## config.mk

```make
export PLATFORM = sky130hd
export DESIGN_NAME = basic_block_vector_profiler_core
export DESIGN_NICKNAME = d
export VERILOG_FILES = /design/src/design/bbvp_pkg.sv /design/src/design/bbvp_front.sv /design/src/design/bbvp_back.sv /design/src/design/basic_block_vector_profiler_core.sv
export SDC_FILE = /design/constraint.sdc
export NUM_CORES = 2
export LEC_CHECK = 0
export BUFFER_PORTS_ARGS = -buffer_cell sky130_fd_sc_hd__buf_2
export CAP_MARGIN = 10
export CORE_MARGIN = 10
export CORE_UTILIZATION = 56
export CTS_CLUSTER_DIAMETER = 120
export CTS_CLUSTER_SIZE = 10
export DETAILED_ROUTE_END_ITERATION = 10
export PLACE_DENSITY = 0.88
export SKIP_LAST_GASP = 1
export SLEW_MARGIN = 20
export SYNTH_ARGS = -nofsm -noshare
export SYNTH_HDL_FRONTEND = slang
export SYNTH_HIERARCHICAL = 1
export SYNTH_SLANG_ARGS = --single-unit
```

## constraint.sdc

```tcl
create_clock -name clk -period 16.7 [get_ports clk]
set_input_delay 4.175 -clock clk [delete_from_list [all_inputs] [get_ports clk]]
set_output_delay 4.175 -clock clk [all_outputs]
set_load 0.02 [all_outputs]
```

## src/design/bbvp_pkg.sv

```systemverilog
`default_nettype none

package bbvp_pkg;

  localparam int IN_TDATA_W  = 24;
  localparam int OUT_TDATA_W = 280;
  localparam int QUEUE_DEPTH = 4;
  localparam int QPTR_W      = $clog2(QUEUE_DEPTH);
  localparam int PROD_W      = 44;

  localparam logic [31:0] INTERVAL_RESET = 32'd1000000;

  typedef enum logic [1:0] {
    ACT_BLOCK  = 2'd0,
    ACT_CALL   = 2'd1,
    ACT_FINISH = 2'd2
  } action_t;

  typedef enum logic [1:0] {
    KIND_ENTRY   = 2'd0,
    KIND_SUMMARY = 2'd1,
    KIND_TOTALS  = 2'd2
  } kind_t;

  typedef enum logic [2:0] {
    BK_IDLE,
    BK_UPDATE,
    BK_CHECK,
    BK_WALK_RD,
    BK_WALK_MUL,
    BK_WALK_OUT,
    BK_SUMMARY,
    BK_TOTALS
  } back_state_t;

  // One classified event waiting in the queue between front and back.
  typedef struct packed {
    action_t     op;
    logic [4:0]  idx;
    logic [11:0] size;
  } event_t;

  // Result payload; the last member sits in the lowest bits of tdata.
  typedef struct packed {
    logic [63:0] instructions_so_far;
    logic [63:0] calls_at_end;
    logic [63:0] calls_at_start;
    logic [31:0] interval_number;
    logic [47:0] weight;
    logic [4:0]  entry_index;
  } result_t;

endpackage

`default_nettype wire

```

## src/design/bbvp_front.sv

```systemverilog
`default_nettype none

module bbvp_front #(
  parameter int NUM_BLOCKS = 32
) (
  input  wire logic                            clk,
  input  wire logic                            rst,
  input  wire logic                            s_axis_tvalid,
  output logic                                 s_axis_tready,
  input  wire logic [bbvp_pkg::IN_TDATA_W-1:0] s_axis_tdata,
  input  wire logic [1:0]                      s_axis_tuser,
  output logic                                 q_valid,
  input  wire logic                            q_ready,
  output bbvp_pkg::event_t                     q_item
);

  bbvp_pkg::event_t                 queue [bbvp_pkg::QUEUE_DEPTH];
  logic [bbvp_pkg::QPTR_W-1:0]      wr_ptr;
  logic [bbvp_pkg::QPTR_W-1:0]      rd_ptr;
  logic [bbvp_pkg::QPTR_W:0]        count;
  logic                             keep;
  logic                             push;
  logic                             pop;
  bbvp_pkg::action_t                act;
  logic [4:0]                       in_idx;
  bbvp_pkg::event_t                 in_event;

  assign act    = bbvp_pkg::action_t'(s_axis_tuser);
  assign in_idx = s_axis_tdata[4:0];

  // Words that cause nothing (unknown action, block out of range) never enter the queue.
  always_comb begin
    unique case (act) inside
      bbvp_pkg::ACT_BLOCK:                       keep = int'(in_idx) < NUM_BLOCKS;
      bbvp_pkg::ACT_CALL, bbvp_pkg::ACT_FINISH:  keep = 1'b1;
      default:                                   keep = 1'b0;
    endcase
  end

  assign in_event.op   = act;
  assign in_event.idx  = in_idx;
  assign in_event.size = s_axis_tdata[16:5];

  assign s_axis_tready = count != (bbvp_pkg::QPTR_W + 1)'(bbvp_pkg::QUEUE_DEPTH);
  assign push          = s_axis_tvalid && s_axis_tready && keep;
  assign q_valid       = count != '0;
  assign pop           = q_valid && q_ready;
  assign q_item        = queue[rd_ptr];

  always_ff @(posedge clk) begin
    if (push) begin
      queue[wr_ptr] <= in_event;
    end
  end

  always_ff @(posedge clk) begin
    if (rst) begin
      wr_ptr <= '0;
      rd_ptr <= '0;
      count  <= '0;
    end else begin
      if (push) begin
        wr_ptr <= wr_ptr + 1'b1;
      end
      if (pop) begin
        rd_ptr <= rd_ptr + 1'b1;
      end
      count <= count + (bbvp_pkg::QPTR_W + 1)'(push) - (bbvp_pkg::QPTR_W + 1)'(pop);
    end
  end

endmodule

`default_nettype wire

```

## src/design/bbvp_back.sv

```systemverilog
`default_nettype none

module bbvp_back #(
  parameter int NUM_BLOCKS = 32
) (
  input  wire logic                             clk,
  input  wire logic                             rst,
  input  wire logic                             cfg_we,
  input  wire logic [31:0]                      cfg_wdata,
  input  wire logic                             q_valid,
  output logic                                  q_ready,
  input  wire bbvp_pkg::event_t                 q_item,
  output logic                                  m_axis_tvalid,
  input  wire logic                             m_axis_tready,
  output logic [bbvp_pkg::OUT_TDATA_W-1:0]      m_axis_tdata,
  output logic [1:0]                            m_axis_tuser,
  output logic                                  m_axis_tlast
);

  localparam int IDX_W = $clog2(NUM_BLOCKS);
  localparam logic [31:0] INTERVAL_RESET_L = bbvp_pkg::INTERVAL_RESET;

  bbvp_pkg::back_state_t state;
  bbvp_pkg::back_state_t state_next;

  logic [31:0]                interval_length;
  logic [32:0]                pending;
  logic [63:0]                retired_total;
  logic [63:0]                call_count;
  logic [63:0]                call_count_at_start;
  logic [31:0]                intervals_done;

  logic [31:0]                hit_mem  [NUM_BLOCKS];
  logic [11:0]                size_mem [NUM_BLOCKS];
  logic [NUM_BLOCKS-1:0]      hit_valid;
  logic [31:0]                hit_rdata;
  logic [11:0]                size_rdata;
  logic [IDX_W-1:0]           rd_addr;

  logic [IDX_W-1:0]           cur_idx;
  logic [11:0]                cur_size;
  logic [IDX_W-1:0]           walk_idx;
  logic [bbvp_pkg::PROD_W-1:0] product;

  bbvp_pkg::result_t          result;
  bbvp_pkg::result_t          result_next;
  bbvp_pkg::kind_t            kind;
  bbvp_pkg::kind_t            kind_next;
  logic                       last_next;

  logic                       slot_free;
  logic                       out_load;
  logic                       take_event;
  logic                       do_call;
  logic                       do_update;
  logic                       walk_start;
  logic                       walk_step;
  logic                       dump_commit;

  logic [31:0]                hit_old;
  logic [31:0]                hit_new;
  logic [33:0]                pend_sum;
  logic [32:0]                pend_sat;
  logic                       walk_last;
  logic [63:0]                instr_total;

  assign slot_free   = !m_axis_tvalid || m_axis_tready;
  assign rd_addr     = (state == bbvp_pkg::BK_IDLE) ? IDX_W'(q_item.idx) : walk_idx;
  // An entry without its valid bit has not been hit since the last dump.
  assign hit_old     = hit_valid[cur_idx] ? hit_rdata : '0;
  assign hit_new     = (hit_old == '1) ? hit_old : hit_old + 32'd1;
  assign pend_sum    = {1'b0, pending} + 34'(cur_size);
  assign pend_sat    = pend_sum[33] ? '1 : pend_sum[32:0];
  assign walk_last   = walk_idx == IDX_W'(NUM_BLOCKS - 1);
  assign instr_total = retired_total + 64'(pending);

  always_comb begin
    state_next  = state;
    q_ready     = 1'b0;
    take_event  = 1'b0;
    do_call     = 1'b0;
    do_update   = 1'b0;
    walk_start  = 1'b0;
    walk_step   = 1'b0;
    dump_commit = 1'b0;
    out_load    = 1'b0;
    result_next = '0;
    kind_next   = bbvp_pkg::KIND_ENTRY;
    last_next   = 1'b0;
    unique case (state)
      bbvp_pkg::BK_IDLE: begin
        q_ready = 1'b1;
        if (q_valid) begin
          unique case (q_item.op) inside
            bbvp_pkg::ACT_CALL: begin
              do_call = 1'b1;
            end
            bbvp_pkg::ACT_FINISH: begin
              state_next = bbvp_pkg::BK_TOTALS;
            end
            default: begin
              take_event = 1'b1;
              state_next = bbvp_pkg::BK_UPDATE;
            end
          endcase
        end
      end
      bbvp_pkg::BK_UPDATE: begin
        do_update  = 1'b1;
        state_next = bbvp_pkg::BK_CHECK;
      end
      bbvp_pkg::BK_CHECK: begin
        if (pending >= {1'b0, interval_length}) begin
          walk_start = 1'b1;
          state_next = bbvp_pkg::BK_WALK_RD;
        end else begin
          state_next = bbvp_pkg::BK_IDLE;
        end
      end
      bbvp_pkg::BK_WALK_RD: begin
        if (hit_valid[walk_idx]) begin
          state_next = bbvp_pkg::BK_WALK_MUL;
        end else if (walk_last) begin
          state_next = bbvp_pkg::BK_SUMMARY;
        end else begin
          walk_step = 1'b1;
        end
      end
      bbvp_pkg::BK_WALK_MUL: begin
        state_next = bbvp_pkg::BK_WALK_OUT;
      end
      bbvp_pkg::BK_WALK_OUT: begin
        result_next.entry_index = 5'(walk_idx);
        result_next.weight      = 48'(product);
        kind_next               = bbvp_pkg::KIND_ENTRY;
        if (slot_free) begin
          out_load = 1'b1;
          if (walk_last) begin
            state_next = bbvp_pkg::BK_SUMMARY;
          end else begin
            walk_step  = 1'b1;
            state_next = bbvp_pkg::BK_WALK_RD;
          end
        end
      end
      bbvp_pkg::BK_SUMMARY: begin
        result_next.interval_number     = intervals_done;
        result_next.calls_at_start      = call_count_at_start;
        result_next.calls_at_end        = call_count;
        result_next.instructions_so_far = instr_total;
        kind_next                       = bbvp_pkg::KIND_SUMMARY;
        last_next                       = 1'b1;
        if (slot_free) begin
          out_load    = 1'b1;
          dump_commit = 1'b1;
          state_next  = bbvp_pkg::BK_IDLE;
        end
      end
      bbvp_pkg::BK_TOTALS: begin
        result_next.interval_number     = intervals_done;
        result_next.calls_at_start      = call_count_at_start;
        result_next.calls_at_end        = call_count;
        result_next.instructions_so_far = instr_total;
        kind_next                       = bbvp_pkg::KIND_TOTALS;
        last_next                       = 1'b1;
        if (slot_free) begin
          out_load   = 1'b1;
          state_next = bbvp_pkg::BK_IDLE;
        end
      end
      default: begin
        state_next = bbvp_pkg::BK_IDLE;
      end
    endcase
  end

  always_ff @(posedge clk) begin
    if (rst) begin
      state <= bbvp_pkg::BK_IDLE;
    end else begin
      state <= state_next;
    end
  end

  always_ff @(posedge clk) begin
    if (do_update) begin
      hit_mem[cur_idx]  <= hit_new;
      size_mem[cur_idx] <= cur_size;
    end
    hit_rdata  <= hit_mem[rd_addr];
    size_rdata <= size_mem[rd_addr];
  end

  always_ff @(posedge clk) begin
    if (rst) begin
      interval_length     <= INTERVAL_RESET_L;
      pending             <= '0;
      retired_total       <= '0;
      call_count          <= '0;
      call_count_at_start <= '0;
      intervals_done      <= '0;
      hit_valid           <= '0;
      m_axis_tvalid       <= 1'b0;
    end else begin
      if (cfg_we) begin
        interval_length <= cfg_wdata;
      end
      if (do_call) begin
        call_count <= call_count + 64'd1;
      end
      if (do_update) begin
        hit_valid[cur_idx] <= 1'b1;
        pending            <= pend_sat;
      end
      if (dump_commit) begin
        call_count_at_start <= call_count;
        retired_total       <= instr_total;
        pending             <= pending - {1'b0, interval_length};
        intervals_done      <= intervals_done + 32'd1;
        hit_valid           <= '0;
      end
      if (out_load) begin
        m_axis_tvalid <= 1'b1;
      end else if (m_axis_tready) begin
        m_axis_tvalid <= 1'b0;
      end
    end
  end

  always_ff @(posedge clk) begin
    if (take_event) begin
      cur_idx  <= IDX_W'(q_item.idx);
      cur_size <= q_item.size;
    end
    if (walk_start) begin
      walk_idx <= '0;
    end else if (walk_step) begin
      walk_idx <= walk_idx + 1'b1;
    end
    if (state == bbvp_pkg::BK_WALK_MUL) begin
      product <= bbvp_pkg::PROD_W'(hit_rdata) * bbvp_pkg::PROD_W'(size_rdata);
    end
    if (out_load) begin
      result       <= result_next;
      kind         <= kind_next;
      m_axis_tlast <= last_next;
    end
  end

  assign m_axis_tdata = {(bbvp_pkg::OUT_TDATA_W - $bits(bbvp_pkg::result_t))'(0), result};
  assign m_axis_tuser = kind;

endmodule

`default_nettype wire

```

## src/design/basic_block_vector_profiler_core.sv

```systemverilog
`default_nettype none

// Basic block vector profiler. Words on the slave side carry an action in
// tuser (block executed, function call, finish) and, for a block, its index
// and size in tdata. A front end takes a word whenever its four-word queue has
// room and drops words that cause nothing; the back end then executes events
// one at a time. A function call only counts the call; a block event goes
// through table read, counter update and interval compare; and a finish
// waits for the output register. When an interval completes, the back
// end walks the hit table: a block not hit takes only a table read, a hit
// block a table read, a multiply and an output, then the summary follows. The
// block that closes the interval is always hit, and a dump waits whenever
// the master side stalls. Results leave through a single output register;
// tuser is the kind and tlast marks the last word of each run. The user must
// write the interval length through cfg_we and cfg_wdata only while the
// block is idle; the block itself does not enforce this.
module basic_block_vector_profiler_core #(
  parameter int NUM_BLOCKS = 32
) (
  input  wire logic                             clk,
  input  wire logic                             rst,
  input  wire logic                             cfg_we,
  input  wire logic [31:0]                      cfg_wdata,
  input  wire logic                             s_axis_tvalid,
  output logic                                  s_axis_tready,
  // tdata: block_index[4:0], block_size[16:5], zero fill [23:17]
  input  wire logic [bbvp_pkg::IN_TDATA_W-1:0]  s_axis_tdata,
  // tuser: action[1:0]
  input  wire logic [1:0]                       s_axis_tuser,
  output logic                                  m_axis_tvalid,
  input  wire logic                             m_axis_tready,
  // tdata: entry_index[4:0], weight[52:5], interval_number[84:53],
  // calls_at_start[148:85], calls_at_end[212:149],
  // instructions_so_far[276:213], zero fill [279:277]
  output logic [bbvp_pkg::OUT_TDATA_W-1:0]      m_axis_tdata,
  // tuser: kind[1:0]
  output logic [1:0]                            m_axis_tuser,
  output logic                                  m_axis_tlast
);

  logic             q_valid;
  logic             q_ready;
  bbvp_pkg::event_t q_item;

  bbvp_front #(
    .NUM_BLOCKS(NUM_BLOCKS)
  ) u_front (
    .clk          (clk),
    .rst          (rst),
    .s_axis_tvalid(s_axis_tvalid),
    .s_axis_tready(s_axis_tready),
    .s_axis_tdata (s_axis_tdata),
    .s_axis_tuser (s_axis_tuser),
    .q_valid      (q_valid),
    .q_ready      (q_ready),
    .q_item       (q_item)
  );

  bbvp_back #(
    .NUM_BLOCKS(NUM_BLOCKS)
  ) u_back (
    .clk          (clk),
    .rst          (rst),
    .cfg_we       (cfg_we),
    .cfg_wdata    (cfg_wdata),
    .q_valid      (q_valid),
    .q_ready      (q_ready),
    .q_item       (q_item),
    .m_axis_tvalid(m_axis_tvalid),
    .m_axis_tready(m_axis_tready),
    .m_axis_tdata (m_axis_tdata),
    .m_axis_tuser (m_axis_tuser),
    .m_axis_tlast (m_axis_tlast)
  );

endmodule

`default_nettype wire

```

# Word level (Yosys, flattened, before mapping)
# Memory sizes are Yosys's and may differ from the RTL's. A register that Yosys moved wholly into a read port is not among the register bits.
# Cells that the tools add are included.
totals:
  output_inout_bits: 285
  register_bits: 678
  mem_count: 3
  ram_bits: 1484
op_classes:
  n_addsub: 11
  eq_ne: 19
  magnitude_cmp: 4
  n_bitwise: 1
  n_mux: 49
  reduce_logical: 17
  multipliers: 1
memory_table:
  columns: ["name", "words", "width", "read_ports", "rd_ports_with_merged_regs", "wr", "line", "text"]
  rows:
  - ["u_back.hit_mem", 32, 32, 1, 1, 1, "bbvp_back.sv:33", "logic [31:0] hit_mem [NUM_BLOCKS];"]
  - ["u_back.size_mem", 32, 12, 1, 1, 1, "bbvp_back.sv:34", "logic [11:0] size_mem [NUM_BLOCKS];"]
  - ["u_front.queue", 4, 19, 1, 1, 1, "bbvp_front.sv:17", "bbvp_pkg::event_t queue [bbvp_pkg::QUEUE_DEPTH];"]
op_table:
  columns: ["operator", "count"]
  rows:
  - ["2-to-1 mux 33 bit", 3]
  - ["adder 32 x 1 -> 32 bit (second input constant)", 2]
  - ["adder 64 x 1 -> 64 bit (second input constant)", 1]
  - ["adder 64 x 33 -> 64 bit", 1]
  - ["2-to-1 mux 32 bit", 2]
  - ["multiplier 32 x 12 -> 44 bit", 1]
  - ["adder 33 x 12 -> 34 bit", 1]
  - [">= comparator 33 x 32 -> 1 bit", 1]
  - ["subtractor 33 x 32 -> 33 bit", 1]
  - ["equality test 32 bit (second input constant)", 1]
  - ["OR 32 bit", 1]
  - ["2-to-1 mux 1 bit", 27]
  - ["case mux 3 bit (7 select lines)", 1]
  - ["2-to-1 mux 3 bit", 6]
  - ["equality test 3 bit (second input constant)", 4]
  - ["< comparator 5 x 6 -> 1 bit (second input constant)", 2]
  - ["binary-select mux 1 bit (select 5 bit)", 2]
  - ["equality test 3 x 2 -> 1 bit (second input constant)", 2]
  - ["2-to-1 mux 2 bit", 3]
  - ["case mux 3 bit (2 select lines)", 1]
  - ["OR reduction 2 bit", 3]
  - ["OR reduction 3 bit", 2]
  - ["adder 5 x 1 -> 5 bit (second input constant)", 1]
  - ["demux 1 bit (select 5 bit)", 1]
  - ["other kinds (23)", 32]

# Logic depth before layout (Yosys ltp)
logic_depth:
  word_depth: 6
  ltp_mapped: 25
  depth_no_buf: 22

# Modules after synthesis
# Netlist, hierarchy kept.
by_module_without_submodules:
  columns: ["module", "seq_area_each_um2", "n_inst", "cells_per_inst", "area_per_inst_um2"]
  rows:
  - ["bbvp_back", 59887.4, 1, 8312, 99175.1]
  - ["bbvp_front", 2462.4, 1, 149, 3314.4]

# Worst setup path after synthesis
# OpenSTA, ideal clock, no wires.
synth_path:
  path_kind: "input-to-reg"
  from: "input m_axis_tready"
  to: "register u_back.result (netlist bit u_back/m_axis_tdata[0]), enable pin"
  path_slack_ps: 82
  path_buffers: 0
  setup_ps: 920
  stages: 2
  arrival_time_ps: 15698
  path_cell_list: "nor2b_1 > nor2_1"
synth_via:
  elab_chain_cells: 3
synth_lines:
  columns: ["item", "line", "text"]
  rows:
  - ["start: declaration", "basic_block_vector_profiler_core.sv:31", "input wire logic m_axis_tready,"]
  - ["logical OR 1 bit", "bbvp_back.sv:67", "assign slot_free = !m_axis_tvalid || m_axis_tready;"]
  - ["2-to-1 mux 1 bit", "bbvp_back.sv:136, bbvp_back.sv:153, bbvp_back.sv:166", null]
  - ["2-to-1 mux 1 bit", null, null]
  - ["named net u_back.out_load", "bbvp_back.sv:52", "logic out_load;"]
  - ["end signal: assignment", "bbvp_back.sv:244", "result <= result_next;"]
  - ["end: declaration", "bbvp_back.sv:45", "bbvp_pkg::result_t result;"]
# The timed path passes the listed nets, and every way through them passes these cells.
# A chain may end at the register's enable or synchronous reset.

# Worst setup path after layout
layout_path:
  from: "register u_back.hit_rdata[3], read port of u_back.hit_mem"
  to: "register u_back/product[39] (netlist name) (data pin)"
layout_via:
  elab_chain_cells: 1
layout_lines:
  columns: ["item", "line", "text"]
  rows:
  - ["start: declaration", "bbvp_back.sv:36", "logic [31:0] hit_rdata;"]
  - ["multiplier 32 x 12 -> 44 bit", "bbvp_back.sv:241", "product <= bbvp_pkg::PROD_W'(hit_rdata) * bbvp_pkg::PROD_W'(size_rdata);"]
  - ["end signal: assignment", "bbvp_back.sv:241", null]
  - ["end: declaration", "bbvp_back.sv:43", "logic [bbvp_pkg::PROD_W-1:0] product;"]
# No other way between the ends.

==> summary.md <==
| Metric | Value |
|---|---|
| Fillers | `12,027` |
| Final Critical Period | `7.108 ns` |
| Grt total ovfl | `0` |
| Most common cell after layout, fill and taps aside | `edfxtp_1` |
| Dpl cell area | `approximately 110,000 µm²` |
| Post-synth cell types | `97` |
| Die height | `447.8 µm` |
| CP cell instances | `and2_1, fa_1, fa_1, fa_1, fa_1, inv_1, fa_1, inv_1, ha_1, a21o_1, a21o_1, nor2_1, o21ai_0, nor4_1, o21bai_1, o31a_1, a211o_1, a31oi_1, xnor2_1` |
| Hold Slack | `0.4506 ns` |
| Syn Std Cell Area | `102,500 µm²` |
| Commonest cells after routing, fill and taps aside | `edfxtp_1, nand2_1, a211oi_1` |
| RSZ-0062 raised after global routing | `false` |
| Pin count of the biggest net entering global routing | `246` |
| Initial antenna violation count | `7` |
| Starting Density | `56.52%` |
| Post_cts resized | `0` |
| Slowest Stage Delay on Critical Path | `0.92 ns` |
| FFs w/ async S/R, synth | `0%` |
| Clock Latency Late Sink | `0.89 ns` |
| Final setup vio count | `0` |
| DR vias | `72,348` |
| CP delay by family, top | `adder cells` |
| Max-cap violation count | `0` |
| Syn avg cell area | `about 12 µm²` |
| Clk slew on worst S/H paths | `0.06 ns` |
| Clk buf depth | `3` |
| Final WS setup | `9.592 ns` |
| DR WL/cell | `~25 µm` |
| TritonCTS buffer count | `~240` |
| Global-route usage over all layers | `a little over a quarter` |
| Routed metal-1 wire length | `94,810 µm` |
| Hold Fails Final Rpt | `0` |
| Detailed-route wire length | `278,600 µm` |
| Post-synthesis sequential area ratio | `60.84%` |
| CTS root buf | `clkbuf_16` |
| Hold_buf cts | `0` |
| CTS tree | `built` |
| Critical path type | `reg -> reg` |
| CP Launch Type | `flip-flop` |
| Final Max Slew Viols | `0` |
| Post-DRT Antenna Nets | `0` |
| Vias in the first global route | `between 70,000 and 80,000` |
| Mean number of vias per cell | `6.465` |
| Dpl hpwl | `156,300 µm` |
| Skew final | `0.09803 ns` |
| Routability congestion estimate | `0.9238` |
| Total Die Area | `200,500 µm²` |
| Setup_tns | `0 ns` |
| WL met2 | `131,100 µm` |
| # IOs | `~350` |
| Slowest CP cell | `dfxtp_1` |
| Fraction of final layout cells sized beyond drive strength 1 | `under 10%` |
| Area of the multi-input gates | `36,780 µm²` |
| First-pass GRT wire length | `418,000 µm` |
| DR top layer | `met5` |
| Outcome | `completed` |
| Drt drc | `0` |
| Max-slew headroom | `22.25%` |
| YS warnings | `6` |
| WP data arrival | `~7.7 ns` |
| Mapped Cells | `8,461` |
| FP Rows | `156` |
| Core ar. | `around 180,000 µm²` |
| Number of synthesized flops with an enable pin | `1,821` |
| Most used cell, CP | `fa_1` |
| Port bufs | `333` |
| Crit share post-route | `42.56%` |
| Setup repair bufs after CTS | `0` |
| Crit Path Max Fanout | `16` |
| Dominant synthesized flop cell | `edfxtp_1` |
| Horiz. Die Dim | `roughly 450 µm` |
| H-tree levels | `4` |
| Crit. End Element | `flip-flop` |
| CP Buf/Inv Count | `2` |
| Sink Count | `2,204` |
| Iter 0 DRT Violations | `10,853` |
| FF/Latch Area | `slightly above 60,000 µm²` |
| Design Area, Final | `113,600 µm²` |
| Nets | `9,151` |
| FMAX | `0.1407 GHz` |
| Critical path required time | `17.25 ns` |
| FF+latch count, synth | `roughly 2,200` |
| Dpl ws | `9.490 ns` |
| Layout area overhead | `10.81%` |
| Met3 wire length | `37,720 µm` |
| Pre-antenna DRT Iters | `8` |
| Min-delay worst type | `reg -> reg` |
| Worst-Margin Slew | `1.166 ns` |
==> state kept, by name, summed over array words and instances, names as in the netlist, 32 cells and up, named ones only <==
name                        cells
u_back/hit_mem               1024
u_back/retired_total           64
u_back/m_axis_tdata           273
u_back/product                 44
u_back/pending                 33
u_back/size_mem               384
u_back/interval_length         32
u_back/hit_valid               32
u_back/hit_rdata               32
u_back/intervals_done          32
u_front/queue                  76
u_back/call_count              64
u_back/call_count_at_start     64
==> worst min-delay path, stage by stage (launching register included) <==
cell and delay, ns:
dfxtp_1 0.30, nand2_1 0.05, a21oi_1 0.05
==> metal layers <==
layer,global-route usage (%),up-vias
met5,0,-
met4,13.45,4
met3,6.917,1186
met2,43.21,5555
met1,33.38,34939
li1,-,30664
==> cells in the mapped netlist, types with 94 or more instances <==
library cell  count  area [µm²]
inv_1           428        1607
edfxtp_1       1821       54680
o21ai_0         125       625.6
ha_1            172        2152
and3_1          211        1320
xor2_1          140        1226
nand2_1        1302        4887
and2_1          473        2959
nor2_1          456        1712
a21oi_1         356        1782
clkbuf_1        467        1753
xnor2_1         129        1130
a31oi_1         191        1195
a21o_1           94       705.7
dfxtp_1         383        7667
a211oi_1        505        3791
a311oi_1        178        1559
fa_1            304        6086
==> per-stage QoR <==
step	std cells	util, %
after floorplan	8467	-
after global placement	10734	58.61
after detailed placement	10734	58.61
after CTS	11179	62.52
after global routing	11191	62.63
final	11191	62.63
==> cell families (layout without fill, tap and decap cells) <==
group                      count (synthesis)  in the layout  synth area share [%]
AOI/OAI and AO/OA                       1607           1607                 10.76
xor gates and xnor gates                 269            269                 2.299
adders and majority gates                476            476                 8.038
buffers and inverters                    983           1332                 3.763
DFF                                     2204           2204                 60.84
muxes                                     78             78                 1.281
other                                      1             12              0.003659
and+or+nand+nor                         2843           2843                 13.02
==> area by class of cell <==
type	count	share of cell area (%)
antenna	5	0.01102
clock buffer	429	5.913
clock inverter	16	0.3305
inverter	428	1.415
multi-input combinational	5280	32.38
sequential	2204	54.91
tap	2370	2.611
timing repair buffer	459	2.430
==> path summary, 6_finish.rpt <==
kind | startpoint | end | slack [ns] | cells past startpoint
worst max-delay path | u_back/hit_rdata[3] | u_back/product[39] | 9.59 | 19
worst min register to register | u_back/call_count_at_start[63] | u_back/call_count_at_start[63] | 0.45 | 2
worst min-delay path | u_back/call_count_at_start[63] | u_back/call_count_at_start[63] | 0.45 | 2
worst max register to register | u_back/hit_rdata[3] | u_back/product[39] | 9.59 | 19
Power is left out: the tool's default activity adds up to more than one toggle a clock period on the data nets, which glitch-free logic cannot reach.
